## src/design/lplp_pkg.sv

```systemverilog
// ----------------------------------------------------------------------------
// lplp_pkg
// shared widths, result codes and defaults of the lexeme position list parser
// ----------------------------------------------------------------------------
package lplp_pkg;

    localparam int CH_W     = 8;
    localparam int KIND_W   = 3;
    localparam int VALUE_W  = 14;
    localparam int WEIGHT_W = 2;

    localparam int MAX_WORD_BYTES_DEF = 2047;
    localparam int MAX_POSITION_DEF   = 16383;

    localparam logic [KIND_W-1:0] K_BYTE     = 3'd0;
    localparam logic [KIND_W-1:0] K_WORD_END = 3'd1;
    localparam logic [KIND_W-1:0] K_POS      = 3'd2;
    localparam logic [KIND_W-1:0] K_ERROR    = 3'd3;
    localparam logic [KIND_W-1:0] K_END      = 3'd4;

    localparam logic [VALUE_W-1:0] E_SYNTAX    = 14'd0;
    localparam logic [VALUE_W-1:0] E_NO_ESCAPE = 14'd1;
    localparam logic [VALUE_W-1:0] E_ZERO_POS  = 14'd2;
    localparam logic [VALUE_W-1:0] E_TOO_LONG  = 14'd3;

    typedef struct packed {
        logic [KIND_W-1:0]   kind;
        logic [VALUE_W-1:0]  value;
        logic [WEIGHT_W-1:0] weight;
        logic                last;
    } result_t;

endpackage

```

## src/design/lplp_if.sv

```systemverilog
// ----------------------------------------------------------------------------
// lplp channel interfaces
// valid/ready channels for input bytes, results and the configuration write
// ----------------------------------------------------------------------------
interface lplp_in_if
    import lplp_pkg::*;
();
    logic            valid;
    logic            ready;
    logic [CH_W-1:0] ch;

    modport source (output valid, output ch, input ready);
    modport sink   (input valid, input ch, output ready);
endinterface

interface lplp_out_if
    import lplp_pkg::*;
();
    logic                valid;
    logic                ready;
    logic [KIND_W-1:0]   kind;
    logic [VALUE_W-1:0]  value;
    logic [WEIGHT_W-1:0] weight;
    logic                last;

    modport source (output valid, output kind, output value, output weight, output last,
                    input ready);
    modport sink   (input valid, input kind, input value, input weight, input last,
                    output ready);
endinterface

interface lplp_cfg_if;
    logic valid;
    logic ready;
    logic operator_delimited;

    modport source (output valid, output operator_delimited, input ready);
    modport sink   (input valid, input operator_delimited, output ready);
endinterface

```

## src/design/lexeme_position_list_parser_top.sv

```systemverilog
// ----------------------------------------------------------------------------
// lexeme_position_list_parser_top
// parses a text-vector string one byte per request into word bytes, word ends,
// positions with weights, errors and end-of-input results
// ----------------------------------------------------------------------------
// the results of a byte are written into the result queue when the byte is taken and offered from its head
// throughput: one byte per cycle while each byte gives at most one result and result_chan is ready;
//   a byte giving two or three results fills the queue, which the single result port then drains
// a four-entry result queue decouples the sides; bytes are taken while it holds <= 1
// reset: parser state, halt flag, queue pointers and count, and operator_delimited all cleared
// ----------------------------------------------------------------------------
module lexeme_position_list_parser_top
    import lplp_pkg::*;
#(
    parameter int MAX_WORD_BYTES = MAX_WORD_BYTES_DEF,
    parameter int MAX_POSITION   = MAX_POSITION_DEF
)
(
    input  logic              clk,
    input  logic              rst_n,
    lplp_in_if.sink           byte_chan,
    lplp_out_if.source        result_chan,
    lplp_cfg_if.sink          cfg
);

    localparam int LEN_W   = $clog2(MAX_WORD_BYTES + 2);
    localparam int POS_CAP = (MAX_POSITION > 9) ? MAX_POSITION : 9;
    localparam int POS_W   = $clog2(POS_CAP + 1);

    localparam logic [LEN_W-1:0]   LEN_MAX = LEN_W'(MAX_WORD_BYTES);
    localparam logic [POS_W+3:0]   POS_MAX = (POS_W + 4)'(MAX_POSITION);

    localparam logic [CH_W-1:0] C_NUL   = 8'h00;
    localparam logic [CH_W-1:0] C_QUOTE = 8'h27;
    localparam logic [CH_W-1:0] C_BSL   = 8'h5C;
    localparam logic [CH_W-1:0] C_COLON = 8'h3A;
    localparam logic [CH_W-1:0] C_COMMA = 8'h2C;

    typedef enum logic [2:0] {
        S_IDLE,
        S_PLAIN,
        S_ESCAPE,
        S_QUOTED,
        S_QUOTE_SEEN,
        S_POS_START,
        S_POS_TAIL
    } state_t;

    function automatic logic is_blank(input logic [CH_W-1:0] c);
        return (c == 8'h20) || ((c >= 8'h09) && (c <= 8'h0D));
    endfunction

    function automatic logic is_digit(input logic [CH_W-1:0] c);
        return (c >= 8'h30) && (c <= 8'h39);
    endfunction

    function automatic logic is_op_char(input logic [CH_W-1:0] c);
        return (c == 8'h21) || (c == 8'h26) || (c == 8'h7C) || (c == 8'h28) || (c == 8'h29);
    endfunction

    // bit 2 set: not a weight letter
    function automatic logic [2:0] weight_of(input logic [CH_W-1:0] c);
        logic [2:0] w;
        w = 3'd4;
        if ((c == 8'h61) || (c == 8'h41) || (c == 8'h2A))
            w = 3'd3;
        else if ((c == 8'h62) || (c == 8'h42))
            w = 3'd2;
        else if ((c == 8'h63) || (c == 8'h43))
            w = 3'd1;
        else if ((c == 8'h64) || (c == 8'h44))
            w = 3'd0;
        return w;
    endfunction

    // parser state
    state_t               state_reg, state_next;
    logic                 esc_reg, esc_next;
    logic [LEN_W-1:0]     len_reg, len_next;
    logic [POS_W-1:0]     acc_reg, acc_next;
    logic [WEIGHT_W-1:0]  wt_reg, wt_next;
    logic                 dig_reg, dig_next;
    logic                 halt_reg, halt_next;
    logic                 opd_reg;

    // result queue
    result_t              queue_reg [4];
    logic [1:0]           wr_ptr_reg;
    logic [1:0]           rd_ptr_reg;
    logic [2:0]           count_reg;

    result_t              slot [3];
    logic [1:0]           n_res;

    logic                 accept;
    logic                 pop;

    logic [CH_W-1:0]      c;
    logic                 op;
    logic                 fin;
    logic                 fl;
    logic [VALUE_W-1:0]   fl_code;
    logic                 redo;
    logic                 zero_fail;
    logic [2:0]           w;
    logic [3:0]           d;
    logic [POS_W+3:0]     prod;
    logic [POS_W+13:0]    acc_wide;
    logic [VALUE_W-1:0]   pos_value;

    assign accept = byte_chan.valid && byte_chan.ready;
    assign pop    = result_chan.valid && result_chan.ready;

    assign byte_chan.ready = (count_reg <= 3'd1);
    assign cfg.ready       = 1'b1;

    assign result_chan.valid  = (count_reg != 3'd0);
    assign result_chan.kind   = queue_reg[rd_ptr_reg].kind;
    assign result_chan.value  = queue_reg[rd_ptr_reg].value;
    assign result_chan.weight = queue_reg[rd_ptr_reg].weight;
    assign result_chan.last   = queue_reg[rd_ptr_reg].last;

    always_comb
    begin
        c          = byte_chan.ch;
        op         = opd_reg && is_op_char(c);
        d          = 4'(c - 8'h30);
        w          = weight_of(c);
        prod       = ({4'd0, acc_reg} << 3) + ({4'd0, acc_reg} << 1) + (POS_W + 4)'(d);
        acc_wide   = {{VALUE_W{1'b0}}, acc_reg};
        pos_value  = acc_wide[VALUE_W-1:0];

        state_next = state_reg;
        esc_next   = esc_reg;
        len_next   = len_reg;
        acc_next   = acc_reg;
        wt_next    = wt_reg;
        dig_next   = dig_reg;
        halt_next  = halt_reg;

        fin        = 1'b0;
        fl         = 1'b0;
        fl_code    = E_SYNTAX;
        redo       = 1'b0;
        zero_fail  = 1'b0;
        n_res      = 2'd0;
        for (int i = 0; i < 3; i++)
        begin
            slot[i] = '0;
        end

        if (halt_reg)
        begin
            if (c == C_NUL)
            begin
                halt_next  = 1'b0;
                state_next = S_IDLE;
                esc_next   = 1'b0;
                len_next   = '0;
                acc_next   = '0;
                wt_next    = '0;
                dig_next   = 1'b0;
                slot[n_res] = '{kind: K_END, value: '0, weight: '0, last: 1'b0};
                n_res = n_res + 2'd1;
            end
        end
        else
        begin
            unique case (state_reg)
                S_IDLE:
                begin
                    redo = 1'b1;
                end
                S_ESCAPE:
                begin
                    if (c == C_NUL)
                    begin
                        fl      = 1'b1;
                        fl_code = E_NO_ESCAPE;
                    end
                    else
                    begin
                        slot[n_res] = '{kind: K_BYTE, value: VALUE_W'(c), weight: '0,
                                        last: 1'b0};
                        n_res = n_res + 2'd1;
                        if (len_next <= LEN_MAX)
                            len_next = len_next + 1'b1;
                        state_next = esc_reg ? S_QUOTED : S_PLAIN;
                    end
                end
                S_PLAIN:
                begin
                    if (c == C_BSL)
                    begin
                        state_next = S_ESCAPE;
                        esc_next   = 1'b0;
                    end
                    else if (is_blank(c) || (c == C_NUL) || op)
                    begin
                        slot[n_res] = '{kind: K_WORD_END, value: '0, weight: '0, last: 1'b0};
                        n_res = n_res + 2'd1;
                        fin = 1'b1;
                    end
                    else if (c == C_COLON)
                    begin
                        slot[n_res] = '{kind: K_WORD_END, value: '0, weight: '0, last: 1'b0};
                        n_res = n_res + 2'd1;
                        if (opd_reg)
                            fin = 1'b1;
                        else
                            state_next = S_POS_START;
                    end
                    else
                    begin
                        slot[n_res] = '{kind: K_BYTE, value: VALUE_W'(c), weight: '0,
                                        last: 1'b0};
                        n_res = n_res + 2'd1;
                        if (len_next <= LEN_MAX)
                            len_next = len_next + 1'b1;
                    end
                end
                S_QUOTED:
                begin
                    if (c == C_QUOTE)
                        state_next = S_QUOTE_SEEN;
                    else if (c == C_BSL)
                    begin
                        state_next = S_ESCAPE;
                        esc_next   = 1'b1;
                    end
                    else if (c == C_NUL)
                        fl = 1'b1;
                    else
                    begin
                        slot[n_res] = '{kind: K_BYTE, value: VALUE_W'(c), weight: '0,
                                        last: 1'b0};
                        n_res = n_res + 2'd1;
                        if (len_next <= LEN_MAX)
                            len_next = len_next + 1'b1;
                    end
                end
                S_QUOTE_SEEN:
                begin
                    if (c == C_QUOTE)
                    begin
                        slot[n_res] = '{kind: K_BYTE, value: VALUE_W'(c), weight: '0,
                                        last: 1'b0};
                        n_res = n_res + 2'd1;
                        if (len_next <= LEN_MAX)
                            len_next = len_next + 1'b1;
                        state_next = S_QUOTED;
                    end
                    else if (len_reg == '0)
                        fl = 1'b1;
                    else
                    begin
                        slot[n_res] = '{kind: K_WORD_END, value: '0, weight: '0, last: 1'b0};
                        n_res = n_res + 2'd1;
                        if (!opd_reg && (c == C_COLON))
                            state_next = S_POS_START;
                        else
                            fin = 1'b1;
                    end
                end
                S_POS_START:
                begin
                    if (!is_digit(c))
                        fl = 1'b1;
                    else
                    begin
                        acc_next   = POS_W'(d);
                        dig_next   = 1'b1;
                        wt_next    = '0;
                        state_next = S_POS_TAIL;
                    end
                end
                S_POS_TAIL:
                begin
                    if (dig_reg && is_digit(c))
                    begin
                        if (prod > POS_MAX)
                            acc_next = POS_W'(MAX_POSITION);
                        else
                            acc_next = prod[POS_W-1:0];
                    end
                    else
                    begin
                        if (dig_reg)
                        begin
                            dig_next = 1'b0;
                            if (acc_reg == '0)
                                zero_fail = 1'b1;
                        end
                        if (zero_fail)
                        begin
                            fl      = 1'b1;
                            fl_code = E_ZERO_POS;
                        end
                        else if (c == C_COMMA)
                        begin
                            slot[n_res] = '{kind: K_POS, value: pos_value, weight: wt_reg,
                                            last: 1'b0};
                            n_res = n_res + 2'd1;
                            state_next = S_POS_START;
                        end
                        else if (!w[2])
                        begin
                            if (wt_reg != '0)
                                fl = 1'b1;
                            else
                                wt_next = w[1:0];
                        end
                        else if (is_blank(c) || (c == C_NUL))
                        begin
                            slot[n_res] = '{kind: K_POS, value: pos_value, weight: wt_reg,
                                            last: 1'b0};
                            n_res = n_res + 2'd1;
                            fin = 1'b1;
                        end
                        else if (!is_digit(c))
                            fl = 1'b1;
                    end
                end
                default:
                begin
                    state_next = S_IDLE;
                    esc_next   = 1'b0;
                    len_next   = '0;
                    acc_next   = '0;
                    wt_next    = '0;
                    dig_next   = 1'b0;
                    redo       = 1'b1;
                end
            endcase

            // word finished: length check; a word within the limit has the byte taken again from idle
            if (fin)
            begin
                if (len_next > LEN_MAX)
                begin
                    fl      = 1'b1;
                    fl_code = E_TOO_LONG;
                end
                else
                begin
                    state_next = S_IDLE;
                    esc_next   = 1'b0;
                    len_next   = '0;
                    acc_next   = '0;
                    wt_next    = '0;
                    dig_next   = 1'b0;
                    redo       = 1'b1;
                end
            end

            if (fl)
            begin
                slot[n_res] = '{kind: K_ERROR, value: fl_code, weight: '0, last: 1'b0};
                n_res = n_res + 2'd1;
                state_next = S_IDLE;
                esc_next   = 1'b0;
                len_next   = '0;
                acc_next   = '0;
                wt_next    = '0;
                dig_next   = 1'b0;
                if (c == C_NUL)
                begin
                    slot[n_res] = '{kind: K_END, value: '0, weight: '0, last: 1'b0};
                    n_res = n_res + 2'd1;
                end
                else
                    halt_next = 1'b1;
            end

            if (redo)
            begin
                if (c == C_NUL)
                begin
                    slot[n_res] = '{kind: K_END, value: '0, weight: '0, last: 1'b0};
                    n_res = n_res + 2'd1;
                end
                else if (c == C_QUOTE)
                begin
                    state_next = S_QUOTED;
                    len_next   = '0;
                end
                else if (c == C_BSL)
                begin
                    state_next = S_ESCAPE;
                    esc_next   = 1'b0;
                    len_next   = '0;
                end
                else if (op)
                begin
                    slot[n_res] = '{kind: K_ERROR, value: E_SYNTAX, weight: '0, last: 1'b0};
                    n_res = n_res + 2'd1;
                    state_next = S_IDLE;
                    esc_next   = 1'b0;
                    len_next   = '0;
                    acc_next   = '0;
                    wt_next    = '0;
                    dig_next   = 1'b0;
                    halt_next  = 1'b1;
                end
                else if (!is_blank(c))
                begin
                    slot[n_res] = '{kind: K_BYTE, value: VALUE_W'(c), weight: '0, last: 1'b0};
                    n_res = n_res + 2'd1;
                    len_next   = LEN_W'(1);
                    state_next = S_PLAIN;
                end
            end
        end

        if (n_res != 2'd0)
            slot[n_res - 2'd1].last = 1'b1;
    end

    always_ff @(posedge clk or negedge rst_n)
    begin
        if (!rst_n)
        begin
            state_reg  <= S_IDLE;
            esc_reg    <= 1'b0;
            len_reg    <= '0;
            acc_reg    <= '0;
            wt_reg     <= '0;
            dig_reg    <= 1'b0;
            halt_reg   <= 1'b0;
            opd_reg    <= 1'b0;
            wr_ptr_reg <= '0;
            rd_ptr_reg <= '0;
            count_reg  <= '0;
        end
        else
        begin
            if (cfg.valid && cfg.ready)
                opd_reg <= cfg.operator_delimited;
            if (accept)
            begin
                state_reg  <= state_next;
                esc_reg    <= esc_next;
                len_reg    <= len_next;
                acc_reg    <= acc_next;
                wt_reg     <= wt_next;
                dig_reg    <= dig_next;
                halt_reg   <= halt_next;
                wr_ptr_reg <= wr_ptr_reg + n_res;
            end
            if (pop)
                rd_ptr_reg <= rd_ptr_reg + 2'd1;
            count_reg <= count_reg + (accept ? {1'b0, n_res} : 3'd0) - (pop ? 3'd1 : 3'd0);
        end
    end

    // queue payload
    always_ff @(posedge clk)
    begin
        if (accept)
        begin
            for (int i = 0; i < 3; i++)
            begin
                if (2'(i) < n_res)
                    queue_reg[wr_ptr_reg + 2'(i)] <= slot[i];
            end
        end
    end

endmodule

```

## src/flat_wrapper.sv

```systemverilog
// flat-port wrapper written by rule: the top's interface ports become plain ports
module lexeme_position_list_parser_top_flat import lplp_pkg::*;
#(
    parameter int MAX_WORD_BYTES = MAX_WORD_BYTES_DEF,
    parameter int MAX_POSITION   = MAX_POSITION_DEF
)
  (clk, rst_n, byte_chan_valid, byte_chan_ch, byte_chan_ready, result_chan_valid, result_chan_kind, result_chan_value, result_chan_weight, result_chan_last, result_chan_ready, cfg_valid, cfg_operator_delimited, cfg_ready);
  lplp_in_if byte_chan_i ();
  lplp_out_if result_chan_i ();
  lplp_cfg_if cfg_i ();
  input  logic clk;
  input  logic rst_n;
  input wire logic [$bits(byte_chan_i.valid)-1:0] byte_chan_valid;
  input wire logic [$bits(byte_chan_i.ch)-1:0] byte_chan_ch;
  output wire logic [$bits(byte_chan_i.ready)-1:0] byte_chan_ready;
  output wire logic [$bits(result_chan_i.valid)-1:0] result_chan_valid;
  output wire logic [$bits(result_chan_i.kind)-1:0] result_chan_kind;
  output wire logic [$bits(result_chan_i.value)-1:0] result_chan_value;
  output wire logic [$bits(result_chan_i.weight)-1:0] result_chan_weight;
  output wire logic [$bits(result_chan_i.last)-1:0] result_chan_last;
  input wire logic [$bits(result_chan_i.ready)-1:0] result_chan_ready;
  input wire logic [$bits(cfg_i.valid)-1:0] cfg_valid;
  input wire logic [$bits(cfg_i.operator_delimited)-1:0] cfg_operator_delimited;
  output wire logic [$bits(cfg_i.ready)-1:0] cfg_ready;
  assign byte_chan_i.valid = byte_chan_valid;
  assign byte_chan_i.ch = byte_chan_ch;
  assign byte_chan_ready = byte_chan_i.ready;
  assign result_chan_valid = result_chan_i.valid;
  assign result_chan_kind = result_chan_i.kind;
  assign result_chan_value = result_chan_i.value;
  assign result_chan_weight = result_chan_i.weight;
  assign result_chan_last = result_chan_i.last;
  assign result_chan_i.ready = result_chan_ready;
  assign cfg_i.valid = cfg_valid;
  assign cfg_i.operator_delimited = cfg_operator_delimited;
  assign cfg_ready = cfg_i.ready;
  lexeme_position_list_parser_top #(.MAX_WORD_BYTES(MAX_WORD_BYTES), .MAX_POSITION(MAX_POSITION)) u_core (.clk(clk), .rst_n(rst_n), .byte_chan(byte_chan_i), .result_chan(result_chan_i), .cfg(cfg_i));
endmodule
```

## config.mk

```make
export PLATFORM = sky130hd
export DESIGN_NAME = lexeme_position_list_parser_top_flat
export DESIGN_NICKNAME = d
export VERILOG_FILES = /design/src/design/lplp_pkg.sv /design/src/design/lplp_if.sv /design/src/design/lexeme_position_list_parser_top.sv /design/src/flat_wrapper.sv
export SDC_FILE = /design/constraint.sdc
export NUM_CORES = 1
export LEC_CHECK = 0
export ABC_CLOCK_PERIOD_IN_PS = 7100
export CAP_MARGIN = 15
export CORE_ASPECT_RATIO = 0.7
export CORE_UTILIZATION = 49
export DETAILED_ROUTE_END_ITERATION = 16
export DONT_BUFFER_PORTS = 1
export GPL_ROUTABILITY_DRIVEN = 1
export GPL_TIMING_DRIVEN = 0
export PLACE_DENSITY = 0.62
export SYNTH_ARGS = -nofsm -noshare
export SYNTH_HDL_FRONTEND = slang
export SYNTH_SLANG_ARGS = --single-unit
```

## constraint.sdc

```tcl
create_clock -name clk -period 7.1 [get_ports clk]
set_input_delay 0.355 -clock clk [delete_from_list [all_inputs] [get_ports clk]]
set_output_delay 0.355 -clock clk [all_outputs]
set_load 0.005 [all_outputs]
```

After elaboration in Yosys (flattened, before gate mapping)
Memories as Yosys holds them, arrays and structs flattened. Index checks and enable logic that the tools add are counted.

Bits in registers: 42. Memories: 1. RAM bits: 80. Bits of input ports: 14. Word-level logic and storage cells: 357. Output and inout bits: 23.

Memories: u_core.queue_reg (words 4, width 20, read ports 1, clocked after Yosys merged registers in 0, wr ports 3, line lexeme_position_list_parser_top.sv:87) `result_t queue_reg [4];`.

Mux-type cells: 237. Bitwise gates (word level): 13. $add $sub $neg: 14. Magnitude comparators: 19. Equality and inequality tests: 26. Reductions and logical operators: 36.

Operators with widths (count): $mux W60 (10); $mux W20 (14); $mux W12 (20); $mux W14 (17); $bwmux W60 (3); $demux W20 S2 (4); $and A57 B57 Y57 (2); $not A57 Y57 (2); $pmux W20 S5 (1); $mux W3 (29); $mux W1 (86); $eq A8 B7 Y1 const B (10); $mux W2 (37); $eq A8 B6 Y1 const B (9); $pmux W12 S5 (1); $and A54 B54 Y54 (1); $mux W18 (3); $not A54 Y54 (1); $pmux W14 S3 (1); $mux W40 (1); $pmux W14 S2 (1); $pmux W3 S7 (1); $mux W19 (1); $add A17 B15 Y18 (1); other kinds (46) (89).

Longest topological paths before layout
Depth after elaboration: 33. Depth in mapped cells: 20. Mapped depth without buffers: 18.

Worst setup path after synthesis
Ideal clock, no wire load.

Path type: input to register. From: input byte_chan_ch[2]. To: memory u_core.queue_reg[0][0] in the netlist's numbering, enable pin. Library setup time: 0.428 ns. Buffers on the path: 3. Path slack: 1.623 ns. Arrival: 5.048 ns. Cell stages on the path: 18. Path through: buf_4 -> buf_2 -> nor2b_1 -> a221o_1 -> o211ai_2 -> nor2_1 -> nor4_2 -> ha_1 -> nand2_1 -> and3_2 -> inv_2 -> ha_1 -> nand2b_1 -> o22ai_1 -> buf_2 -> nand2_1 -> o211a_1 -> o31ai_1.

RTL lines: start, declared (line flat_wrapper.sv:14) `input wire logic [$bits(byte_chan_i.ch)-1:0] byte_chan_ch;`; end, declared (line lexeme_position_list_parser_top.sv:87).

==> results.toml <==
[clock_network]
cts_root_buf = "clkbuf_16"
clock_sinks = 122
cts_buffers = 17
htreeDepth = 4
cts_resized = 0
postCtsSetupBuffers = 0
holdBufCountCts = 2
cts_tree = "done"
clkSlewWorstSetupHoldPaths_ns = 0.07
clk_path_buf_depth = 2
clock_latency_ns = 0.44

[floorplan]
placementRows = 42
die_x_um = 167.9
die_h_um = 118.1
ioPinCount = 37
coreArea_um2 = 18870
dieArea_um2 = 19840
initial_core_util = 0.5005

[synthesis]
synth.ff_latch_count = 122
ys_warn_count = 0
syn_inst = 998
synth_top_area_cell = "edfxtp_1"
synth-main-ff-cell = "edfxtp_1"
synth_most_common_cell = "nand2_1"
synthTopCellsByArea = "edfxtp_1, dfrtp_1, ha_1"
async_reset_ff_frac = 0.3443
syn-num-nets = 1054
synth.cells.most_frequent = "nand2_1, o21ai_0, edfxtp_1"
syn-cell-area_um2 = 9442
ys_seq_area_frac = 0.3658
yosysTopAreaCellShare = 0.2544
synth_edf_count = 80
yosysUniqueCellTypes = 102
avgSynthCellArea_um2 = 9.460

[detailed_routing]
final_antenna_net_count = 0
vias = 8596
drc = 0
drt_iter0_markers = 1114
firstDrtPassIters = 9
wl_um = 29880
wl_per_cell_um = 23.38
vias_per_cell = 6.726

[power]
power_density_nw_per_um2 = 302.2
clockPowerShare = 0.281
power_frac_comb = 0.417
power_mw = 3.166
leakage_nw = 4.123
p_int_mw = 1.896
p_sw_frac = 0.4011
netSwitchingPower_mw = 1.270
p_seq_frac = 0.302
ir_worst_vdd_mv = 0.2633

[sta]
skew_ns = 0.01378
hold_viol = 0
fmax_ghz = 0.1763
worst_slew_pin_slew_ns = 1.018
tns_ns = 0
rsz0062_at_grt = "false"
maxSlewViolCount = 0
timing.final.crit_share = 0.7989
maxSlewHeadroom = 0.3215
setup_viol = 0
layout_min_cycle_time_ns = 5.672

[global_routing]
grt_max_degree = 43
track_usage = 0.3126
antenna_found_initial = 0
grt_pass1_wl_um = 47440
grt_pass1_vias = 8175
grt_overflow = 0

[placed_design]
dp_hpwl_um = 21960
gp_congestion = 0.9811
io_buffers = 0

[worst_setup_path]
startpoint_type = "flip-flop"
worstPathMaxFanout = 11
worstSetupEndpointType = "flip-flop"
cp_data_required_time_ns = 7.24
arrival_ns = 5.81
worstSetupPathType = "flip-flop to flip-flop"

[finish]
antennaDiodeCount = 0
final_layout_size_suffix_gt1_frac = 0.1322
area_growth_pct = 10.97
largest_reg_flops = 80
layout.nets = 1079
fillerInstances = 1668

[run_status]
outcome = "finished clean"

[run]
maxCapViolations = 0

[min_path]
worst_hold_path_type = "input pin to flip-flop"
-- cell type report --
| type | count | area (um2) | share of cell area |
|---|---|---|---|
| clock buffer | 17 | 425.4 | 0.04060 |
| inverter | 27 | 101.3 | 0.009673 |
| multi-input combinational | 785 | 5595 | 0.5340 |
| tap | 242 | 302.8 | 0.02890 |
| buffer | 64 | 316.6 | 0.03021 |
| clock inverter | 15 | 172.7 | 0.01648 |
| sequential | 122 | 3453 | 0.3296 |
| timing repair buffer | 6 | 110.1 | 0.01051 |
-- metal layers --
| metal | vias to the layer above | track usage | wire length, um |
|---|---|---|---|
| met5 | - | 0 | 0 |
| met4 | 0 | 0.08028 | 529 |
| met3 | 59 | 0.06430 | 2521 |
| met2 | 426 | 0.4469 | 12520 |
| met1 | 4169 | 0.4769 | 14320 |
| li1 | 3942 | - | - |
-- power groups by stage --
stage / Combinational [mW] / Clock [mW] / Sequential (mW)
after floorplan: 0.922 / 0 / 0.960
after global placement: 1.25 / 0 / 0.977
after detailed placement: 1.28 / 0 / 0.970
after CTS: 1.30 / 0.896 / 0.956
after global routing: 1.42 / 0.927 / 0.968
final: 1.32 / 0.890 / 0.955
-- stage by stage --
step | setup WS (ns) | instance area (um2) | cells | utilization | hold WS [ns]
CTS | 1.530 | 10480 | 1278 | 0.5554 | 0.05904
finish | 1.428 | 10480 | 1278 | 0.5554 | 0.06555
floorplan | 1.623 | 9442 | 998 | - | 0.05941
global route | 1.196 | 10480 | 1278 | 0.5554 | 0.05680
detailed placement | 1.588 | 9842 | 1244 | 0.5217 | 0.06052
global placement | -0.4483 | 9744 | 1240 | 0.5165 | 0.06033
-- path summary, 6_finish.rpt --
check	startpoint	to	slack, ns	depth (start not counted)
max	u_core.state_reg[1]$_DFFE_PN0P_	u_core.queue_reg[1][10]$_DFFE_PP_	1.43	18
min	cfg_operator_delimited	u_core.opd_reg$_DFFE_PN0P_	0.07	1
max reg2reg	u_core.state_reg[1]$_DFFE_PN0P_	u_core.queue_reg[1][10]$_DFFE_PP_	1.43	18
min reg2reg	u_core.len_reg[9]$_DFFE_PN0P_	u_core.len_reg[9]$_DFFE_PN0P_	0.52	1
max in group asynchronous	rst_n	u_core.acc_reg[10]$_DFFE_PN0P_	6.46	2
min in group asynchronous	rst_n	u_core.len_reg[4]$_DFFE_PN0P_	0.41	2
-- critical path, cell delays in order (launching register included) --
cell      delay, ns
dfrtp_1        0.39
buf_2          0.23
nand2_1        0.09
nor2_1         0.36
nand3_2        0.26
nor2_1         0.69
nor4_2         0.21
ha_1           0.46
nand2_1        0.14
and3_2         0.27
inv_2          0.07
ha_1           0.23
nand2b_1       0.19
o22ai_1        0.18
buf_2          0.26
nand2_1        0.11
o211a_1        0.26
o21ai_2        0.71
buf_8          0.24
-- cells by family after synthesis --
group                      synth area share
DFF                                  0.3658
other                             0.0003972
AOI/OAI and AO/OA                    0.2286
adders and majority gates           0.05804
buffers and inverters               0.04426
muxes                               0.07448
and+or+nand+nor                      0.2146
xor gates and xnor gates            0.01392
-- placed cells by master, fill, tap and decap left out, types with 22 or more instances in the layout --
cell type | netlist | final
nand2_1 | 109 | 109
ha_1 | 39 | 39
o21ai_0 | 81 | 78
dfrtp_1 | 42 | 42
mux2i_1 | 23 | 23
nor3_1 | 22 | 22
clkbuf_1 | 31 | 31
inv_1 | 24 | 24
edfxtp_1 | 80 | 80
and3_1 | 41 | 41
nand3_1 | 44 | 44
a21oi_1 | 49 | 49
nor2_1 | 50 | 50
(Power assumes the default switching activity.)
